**config.mk**
```make
export PLATFORM = sky130hd
export DESIGN_NAME = magnetometer_extrema_offset_tracker_flat
export DESIGN_NICKNAME = d
export VERILOG_FILES = /design/src/rtl/meot_pkg.sv /design/src/rtl/meot_if.sv /design/src/rtl/meot_axis.sv /design/src/rtl/magnetometer_extrema_offset_tracker.sv /design/src/flat_wrapper.sv
export SDC_FILE = /design/constraint.sdc
export NUM_CORES = 2
export LEC_CHECK = 0
export BUFFER_PORTS_ARGS = -buffer_cell sky130_fd_sc_hd__buf_2
export CORE_UTILIZATION = 50
export CTS_BUF_LIST = sky130_fd_sc_hd__clkbuf_4
export DETAILED_ROUTE_END_ITERATION = 10
export PLACE_DENSITY = 0.71
export SKIP_LAST_GASP = 1
export SYNTH_ARGS = -nofsm -noshare
export SYNTH_HDL_FRONTEND = slang
export SYNTH_SLANG_ARGS = --single-unit
```
**constraint.sdc**
```tcl
create_clock -name clk -period 9.6 [get_ports clk]
set_input_delay 1.44 -clock clk [delete_from_list [all_inputs] [get_ports clk]]
set_output_delay 1.44 -clock clk [all_outputs]
set_load 0.02 [all_outputs]
```
**src/rtl/meot_pkg.sv**
```systemverilog
package meot_pkg;

	localparam int SAMPLE_W  = 24;
	localparam int SEED_W    = 12;
	localparam int OFFSET_W  = 32;
	localparam int CFG_IDX_W = 2;
	localparam int NUM_AXES  = 3;
	localparam int CNT_W     = 4;

	localparam logic [CNT_W-1:0] SYNC_PERIOD = 4'd10;

	localparam logic signed [SAMPLE_W:0]   HALF_RANGE  = 25'sd45000;
	localparam logic signed [SAMPLE_W-1:0] SEED_MARGIN = 24'sd5000;
	localparam logic signed [SAMPLE_W-1:0] SEED_SCALE  = 24'sd1000;
	localparam logic signed [SEED_W:0]     SEED_BIAS   = 13'sd45;

	typedef enum logic [1:0] {
		CMD_SAMPLE = 2'd0,
		CMD_SYNC   = 2'd1,
		CMD_SEED   = 2'd2,
		CMD_NONE   = 2'd3
	} command_t;

	typedef enum logic [1:0] {
		AXIS_X    = 2'd0,
		AXIS_Y    = 2'd1,
		AXIS_Z    = 2'd2,
		AXIS_NONE = 2'd3
	} axis_t;

	typedef enum logic [CFG_IDX_W-1:0] {
		REG_SEED_X = 2'd0,
		REG_SEED_Y = 2'd1,
		REG_SEED_Z = 2'd2,
		REG_NONE   = 2'd3
	} cfg_reg_t;

	typedef struct packed {
		logic [1:0]                 command;
		logic [1:0]                 axis;
		logic signed [SAMPLE_W-1:0] sample_value;
	} item_t;

	typedef struct packed {
		logic signed [OFFSET_W-1:0] offset_x;
		logic signed [OFFSET_W-1:0] offset_y;
		logic signed [OFFSET_W-1:0] offset_z;
		logic                       accuracy_flag;
		logic                       updated;
	} result_t;

	typedef struct packed {
		logic sample_en;
		logic sync_fire;
		logic seed_en;
	} axis_ctl_t;

endpackage

```
**src/rtl/meot_if.sv**
```systemverilog
interface meot_item_if;
	import meot_pkg::*;

	logic  valid;
	logic  ready;
	item_t data;

	modport source (output valid, output data, input ready);
	modport sink (input valid, input data, output ready);
endinterface

interface meot_result_if;
	import meot_pkg::*;

	logic    valid;
	logic    ready;
	result_t data;

	modport source (output valid, output data, input ready);
	modport sink (input valid, input data, output ready);
endinterface

```
**src/rtl/meot_axis.sv**
```systemverilog
module meot_axis import meot_pkg::*; (
	input  logic                       clk,
	input  logic                       arst_n,
	input  axis_ctl_t                  ctl,
	input  logic signed [SAMPLE_W-1:0] sample,
	input  logic signed [SEED_W-1:0]   seed_offset,
	output logic signed [SAMPLE_W-1:0] offset,
	output logic                       changed
);

	logic signed [SAMPLE_W-1:0] min_q;
	logic signed [SAMPLE_W-1:0] max_q;
	logic signed [SAMPLE_W-1:0] off_q;

	logic signed [SEED_W:0]     biased;
	logic signed [SAMPLE_W-1:0] scaled;
	logic signed [SAMPLE_W:0]   lo;
	logic signed [SAMPLE_W:0]   hi;
	logic [SAMPLE_W+1:0]        sum;
	logic [SAMPLE_W+1:0]        adj;
	logic signed [SAMPLE_W-1:0] off_new;
	logic                       min_upd;
	logic                       max_upd;

	// The seed rebuilds a pair of extrema symmetric around zero and loads the offset directly.
	assign biased = $signed({seed_offset[SEED_W-1], seed_offset}) + SEED_BIAS;
	assign scaled = $signed({{(SAMPLE_W-SEED_W-1){biased[SEED_W]}}, biased}) * SEED_SCALE;

	// Halve the sum rounding toward zero: add one before the shift when negative.
	assign lo      = $signed({min_q[SAMPLE_W-1], min_q}) + HALF_RANGE;
	assign hi      = $signed({max_q[SAMPLE_W-1], max_q}) - HALF_RANGE;
	assign sum     = {lo[SAMPLE_W], lo} + {hi[SAMPLE_W], hi};
	assign adj     = sum + {{(SAMPLE_W+1){1'b0}}, sum[SAMPLE_W+1]};
	assign off_new = adj[SAMPLE_W:1];

	assign min_upd = (sample < min_q) || (min_q == '0);
	assign max_upd = (sample > max_q) || (max_q == '0);

	assign changed = ctl.sync_fire && (off_new != off_q);
	assign offset  = off_q;

	always_ff @(posedge clk or negedge arst_n) begin
		if (!arst_n) begin
			min_q <= '0;
			max_q <= '0;
			off_q <= '0;
		end else if (ctl.seed_en) begin
			off_q <= $signed({{(SAMPLE_W-SEED_W){seed_offset[SEED_W-1]}}, seed_offset});
			min_q <= SEED_MARGIN - scaled;
			max_q <= scaled - SEED_MARGIN;
		end else if (ctl.sync_fire) begin
			off_q <= off_new;
		end else if (ctl.sample_en) begin
			if (min_upd) begin
				min_q <= sample;
			end
			if (max_upd) begin
				max_q <= sample;
			end
		end
	end

endmodule

```
**src/rtl/magnetometer_extrema_offset_tracker.sv**
```systemverilog
// An accepted input beat is held in the input register, then moves into the result register;
// it waits in the input register only while an earlier result beat is still stalled.
// Throughput: one beat per cycle while no result beat is stalled; the input register and
// the per-axis update logic feed the result register directly.
// A stalled result holds the input register, which then holds the input side.
// Reset clears the extrema, offsets, sync counter, accuracy bit and seed registers.
module magnetometer_extrema_offset_tracker import meot_pkg::*; (
	input  logic                 clk,
	input  logic                 arst_n,
	input  logic                 wr_en,
	input  logic [CFG_IDX_W-1:0] wr_index,
	input  logic [SEED_W-1:0]    wr_data,
	meot_item_if.sink            item,
	meot_result_if.source        result
);

	logic signed [SEED_W-1:0]   seed_q [NUM_AXES];
	item_t                      item_s1;
	logic                       vld_s1;
	logic                       out_vld_q;
	logic                       updated_q;
	logic                       acc_q;
	logic [CNT_W-1:0]           cnt_q;

	logic                       adv;
	logic                       is_sample;
	logic                       is_sync;
	logic                       is_seed;
	logic                       fire;
	logic [CNT_W-1:0]           cnt_inc;
	logic                       any_changed;
	axis_ctl_t                  ctl [NUM_AXES];
	logic signed [SAMPLE_W-1:0] off [NUM_AXES];
	logic [NUM_AXES-1:0]        changed;

	assign adv        = vld_s1 && (!out_vld_q || result.ready);
	assign item.ready = !vld_s1 || adv;

	assign is_sample = adv && (item_s1.command == CMD_SAMPLE);
	assign is_sync   = adv && (item_s1.command == CMD_SYNC);
	assign is_seed   = adv && (item_s1.command == CMD_SEED);
	assign cnt_inc   = cnt_q + CNT_W'(1);
	assign fire      = is_sync && (cnt_inc >= SYNC_PERIOD);

	assign any_changed = |changed;

	for (genvar i = 0; i < NUM_AXES; i++) begin : g_axis
		assign ctl[i].sample_en = is_sample && (item_s1.axis == 2'(i))
			&& (item_s1.sample_value != '0);
		assign ctl[i].sync_fire = fire;
		assign ctl[i].seed_en   = is_seed;

		meot_axis u_axis (
			.clk         (clk),
			.arst_n      (arst_n),
			.ctl         (ctl[i]),
			.sample      (item_s1.sample_value),
			.seed_offset (seed_q[i]),
			.offset      (off[i]),
			.changed     (changed[i])
		);
	end

	always_ff @(posedge clk or negedge arst_n) begin
		if (!arst_n) begin
			for (int i = 0; i < NUM_AXES; i++) begin
				seed_q[i] <= '0;
			end
		end else if (wr_en) begin
			unique case (cfg_reg_t'(wr_index))
				REG_SEED_X: seed_q[AXIS_X] <= wr_data;
				REG_SEED_Y: seed_q[AXIS_Y] <= wr_data;
				REG_SEED_Z: seed_q[AXIS_Z] <= wr_data;
				default: ;
			endcase
		end
	end

	always_ff @(posedge clk or negedge arst_n) begin
		if (!arst_n) begin
			vld_s1 <= 1'b0;
		end else if (item.ready) begin
			vld_s1 <= item.valid;
		end
	end

	always_ff @(posedge clk) begin
		if (item.ready && item.valid) begin
			item_s1 <= item.data;
		end
	end

	always_ff @(posedge clk or negedge arst_n) begin
		if (!arst_n) begin
			out_vld_q <= 1'b0;
			updated_q <= 1'b0;
			acc_q     <= 1'b0;
			cnt_q     <= '0;
		end else begin
			if (adv) begin
				out_vld_q <= 1'b1;
				updated_q <= any_changed;
			end else if (result.ready) begin
				out_vld_q <= 1'b0;
			end
			if (is_sync) begin
				cnt_q <= fire ? '0 : cnt_inc;
			end
			if (is_seed || any_changed) begin
				acc_q <= 1'b1;
			end
		end
	end

	// The state only moves while no earlier result beat is waiting, so it is the result payload.
	assign result.valid              = out_vld_q;
	assign result.data.offset_x      = {{(OFFSET_W-SAMPLE_W){off[AXIS_X][SAMPLE_W-1]}}, off[AXIS_X]};
	assign result.data.offset_y      = {{(OFFSET_W-SAMPLE_W){off[AXIS_Y][SAMPLE_W-1]}}, off[AXIS_Y]};
	assign result.data.offset_z      = {{(OFFSET_W-SAMPLE_W){off[AXIS_Z][SAMPLE_W-1]}}, off[AXIS_Z]};
	assign result.data.accuracy_flag = acc_q;
	assign result.data.updated       = updated_q;

	a_updated_acc: assert property (@(posedge clk) disable iff (!arst_n)
		result.valid && result.data.updated |-> result.data.accuracy_flag)
		else $error("updated result without accuracy flag");

	a_cnt_bound: assert property (@(posedge clk) disable iff (!arst_n)
		cnt_q < SYNC_PERIOD)
		else $error("sync counter out of range");

	a_acc_sticky: assert property (@(posedge clk) disable iff (!arst_n)
		acc_q |=> acc_q)
		else $error("accuracy bit cleared");

	a_stall_holds: assert property (@(posedge clk) disable iff (!arst_n)
		out_vld_q && !result.ready |=> $stable(off[AXIS_X]) && $stable(off[AXIS_Y])
			&& $stable(off[AXIS_Z]) && $stable(acc_q))
		else $error("state moved under a stalled result");

endmodule
```
**src/flat_wrapper.sv**
```systemverilog
// flat-port wrapper written by rule: the top's interface ports become plain ports
module magnetometer_extrema_offset_tracker_flat import meot_pkg::*;
  (clk, arst_n, wr_en, wr_index, wr_data, item_valid, item_data, item_ready, result_valid, result_data, result_ready);
  meot_item_if item_i ();
  meot_result_if result_i ();
  input  logic clk;
  input  logic arst_n;
  input  logic wr_en;
  input  logic [CFG_IDX_W-1:0] wr_index;
  input  logic [SEED_W-1:0] wr_data;
  input wire logic [$bits(item_i.valid)-1:0] item_valid;
  input wire logic [$bits(item_i.data)-1:0] item_data;
  output wire logic [$bits(item_i.ready)-1:0] item_ready;
  output wire logic [$bits(result_i.valid)-1:0] result_valid;
  output wire logic [$bits(result_i.data)-1:0] result_data;
  input wire logic [$bits(result_i.ready)-1:0] result_ready;
  assign item_i.valid = item_valid;
  assign item_i.data = item_data;
  assign item_ready = item_i.ready;
  assign result_valid = result_i.valid;
  assign result_data = result_i.data;
  assign result_i.ready = result_ready;
  magnetometer_extrema_offset_tracker u_core (.clk(clk), .arst_n(arst_n), .wr_en(wr_en), .wr_index(wr_index), .wr_data(wr_data), .item(item_i), .result(result_i));
endmodule
```
==> impl_metrics.yaml <==
cts:
  holdBufCountCts: 0
  clockBufferDepth: 3
  ctsResizeCount: 0
  post_cts_buffers: 0
  clk_latency_ps: 900
  cts_root_buf: "clkbuf_4"
  htreeDepth: 3
  numCtsBuffers: 86
  cts_sinks: 288
  cts.clk_slew.worst_paths_ps: 70
  cts_tree: "built"
worst_setup_path:
  cp.required_ps: 10260
  critPathKind: "flop to flop"
  start_kind: "flop"
  worstPathArrival_ps: 8140
  critPathMaxFanout: 10
  cp-end-kind: "flop"
global_route:
  grt_max_degree: 172
  grt_pass1_wl_um: 170600
  grtUsageTotal_pct: 33.07
  grt_pass1_vias: 28441
  grt_overflow_total: 0
  antenna_found_initial: 2
routing:
  drc: 27
  drt_pass1_iterations: 11
  vias: 30446
  wire_per_inst_um: 22.55
  avgViaCountPerCell: 6.060
  drtIter0Drc: 3217
  final_antenna_net_count: 0
  wl_um: 113300
placement:
  placed_area_um2: 35080
  routabilityCongestion: 1.006
  portBuffers: 146
  dp_cells: 4867
  dp_hpwl_um: 88690
logic_synthesis:
  yosysWarnings: 0
  ys_dominant_reg_cell: "dfrtp_1"
  synthArstFlopShare_pct: 90.28
  synthMuxAreaShare_pct: 6.452
  yosysTopAreaCellShare_pct: 19.38
  netlist_instances: 3961
  synth_area_um2: 33570
  synth_area_per_cell_um2: 8.474
  synth_fa_ha_area_share_pct: 20.67
  synth.distinct_cells: 95
  synth_area_leaders: "dfrtp_1, ha_1, fa_1"
  synth_area_leader_cell: "dfrtp_1"
  synth_xor_area_share_pct: 9.665
  yosysSeqAreaShare_pct: 21.89
  yosysMostFrequentCell: "inv_1"
  netlist_top_cells_count: "inv_1, ha_1, nand2_1"
  synth-edff-count: 28
  synth_compound_gate_area_share_pct: 16.73
  synth_simple_gate_area_share_pct: 16.89
  synth_top_family_by_area: "adder cells"
  syn_nets: 4490
  synth.ff_latch_count: 288
run_status:
  status: "complete, but fails checks"
  violations: "DRC"
floorplan:
  initial_core_util_pct: 50.78
  die_w_um: 261.1
  core_um2: 66100
  ios: 147
  rows: 94
  fp.dieArea_um2: 68180
  die-height_um: 261.1
finish:
  fillers: 6260
  fin_cells: 5024
  design_area_um2: 36240
  drive_above_1_share_pct: 9.858
  syn2layout_area_growth_pct: 7.973
  finalNetCount: 4620
min_path:
  min_path_type: "flop to flop"
flow_run:
  maxCapViolCount: 0
timing:
  hold_slack_ps: 453.0
  maxSlewViolCount: 0
  tightest_slew_ps: 1257
  fmax_mhz: 133.8
  maxSlewHeadroom_pct: 15.89
  setup_viol_count_final: 0
  rsz0062_at_grt: "false"
  hold_viol: 0
  tns_ps: 0
  period_needed_ps: 7474
  finalCritPeriodShare_pct: 77.85
  skew_ps: 99.97
==> cell usage in the layout, fill, tap and decap left out, drive strengths merged, types with 75 or more instances in the layout <==
cell type	n
inv	524
ha	365
nand2	293
o21ai	270
dfrtp	260
xnor2	205
nor2	192
a21oi	182
buf	181
mux2i	168
xor2	144
fa	117
clkbuf	115
nor3	86
a21o	81
nand3	79
nor4	75
==> through the flow <==
step	utilization [%]	setup WS (ps)
2_1_floorplan	-	2731
3_3_place_gp	53.08	2457
3_5_place_dp	53.08	2271
4_1_cts	54.83	2270
5_1_grt	54.83	1576
6_report	54.83	2126
==> worst max-delay path, cell delays in order, from the launching register on <==
cell and delay (ps):
dfrtp_1 530, a21oi_1 270, inv_1 60, o21ai_0 280, a21boi_0 220, and3_1 240, xor2_1 510, inv_1 170
xnor2_1 340, xnor2_1 130, fa_1 510, inv_1 50, fa_1 520, inv_1 50, fa_1 530, inv_1 40
ha_1 290, o21ai_0 110, nor2b_1 160, a211oi_1 360, o21ai_0 170, a211oi_1 330, nor4_1 80, a311oi_1 530
nand2b_1 220, nor3_1 280, xor2_1 160, o21ai_0 80
==> metal layers <==
metal	routed length, um	GRT usage, %
met1	48390	44.66
met2	48360	49.76
met3	9385	5.836
met5	0	0
met4	7162	19.02
==> final timing paths <==
| check | from | end | slack (ps) | cells past startpoint |
|---|---|---|---|---|
| setup / recovery | u_core.seed_q[12]$_DFFE_PN0P_ | u_core.g_axis[1].u_axis.min_q[23]$_DFFE_PN0P_ | 2130 | 27 |
| hold / removal | u_core.vld_s1$_DFFE_PN0N_ | u_core.result.valid$_DFFE_PN0P_ | 450 | 1 |
| setup reg to reg | u_core.seed_q[12]$_DFFE_PN0P_ | u_core.g_axis[1].u_axis.min_q[23]$_DFFE_PN0P_ | 2130 | 27 |
| hold reg to reg | u_core.vld_s1$_DFFE_PN0N_ | u_core.result.valid$_DFFE_PN0P_ | 450 | 1 |
| max in group asynchronous | arst_n | u_core.g_axis[0].u_axis.max_q[11]$_DFFE_PN0P_ | 7630 | 2 |
| min in group asynchronous | arst_n | u_core.seed_q[6]$_DFFE_PN0P_ | 540 | 1 |
==> cell families (layout without fill, tap and decap cells) <==
family                   after synthesis  in the layout
AO/OA/AOI/OAI                        862            862
XOR/XNOR                             356            356
adder cells (fa/ha/maj)              485            485
buffers and inverters                661            859
flip-flops                           288            288
multiplexers                         211            211
other                                  0              1
AND/OR/NAND/NOR                     1098           1098
==> layout make-up <==
class,count,area [um2],share of cell area (%)
Multi-Input combinational cell,3012,23680,65.33
Sequential cell,288,7347,20.27
Inverter,522,1959,5.406
Tap cell,864,1081,2.983
Timing Repair Buffer,181,1016,2.803
Clock buffer,115,863.3,2.382
Clock inverter,41,295.3,0.8147
Antenna cell,1,2.502,0.006904
==> registers in the layout (all words and copies together) (netlist names) <==
name and flops:
u_core.updated_q 1, u_core.cnt_q 4, u_core.result.valid 1, u_core.acc_q 1
u_core.g_axis.u_axis.offset 72, u_core.seed_q 36, u_core.g_axis.u_axis.min_q 72, u_core.g_axis.u_axis.max_q 72
u_core.vld_s1 1, u_core.item_s1 28
Power is left out: the tool's default activity adds up to more than one toggle a clock period on the data nets, which glitch-free logic cannot reach.
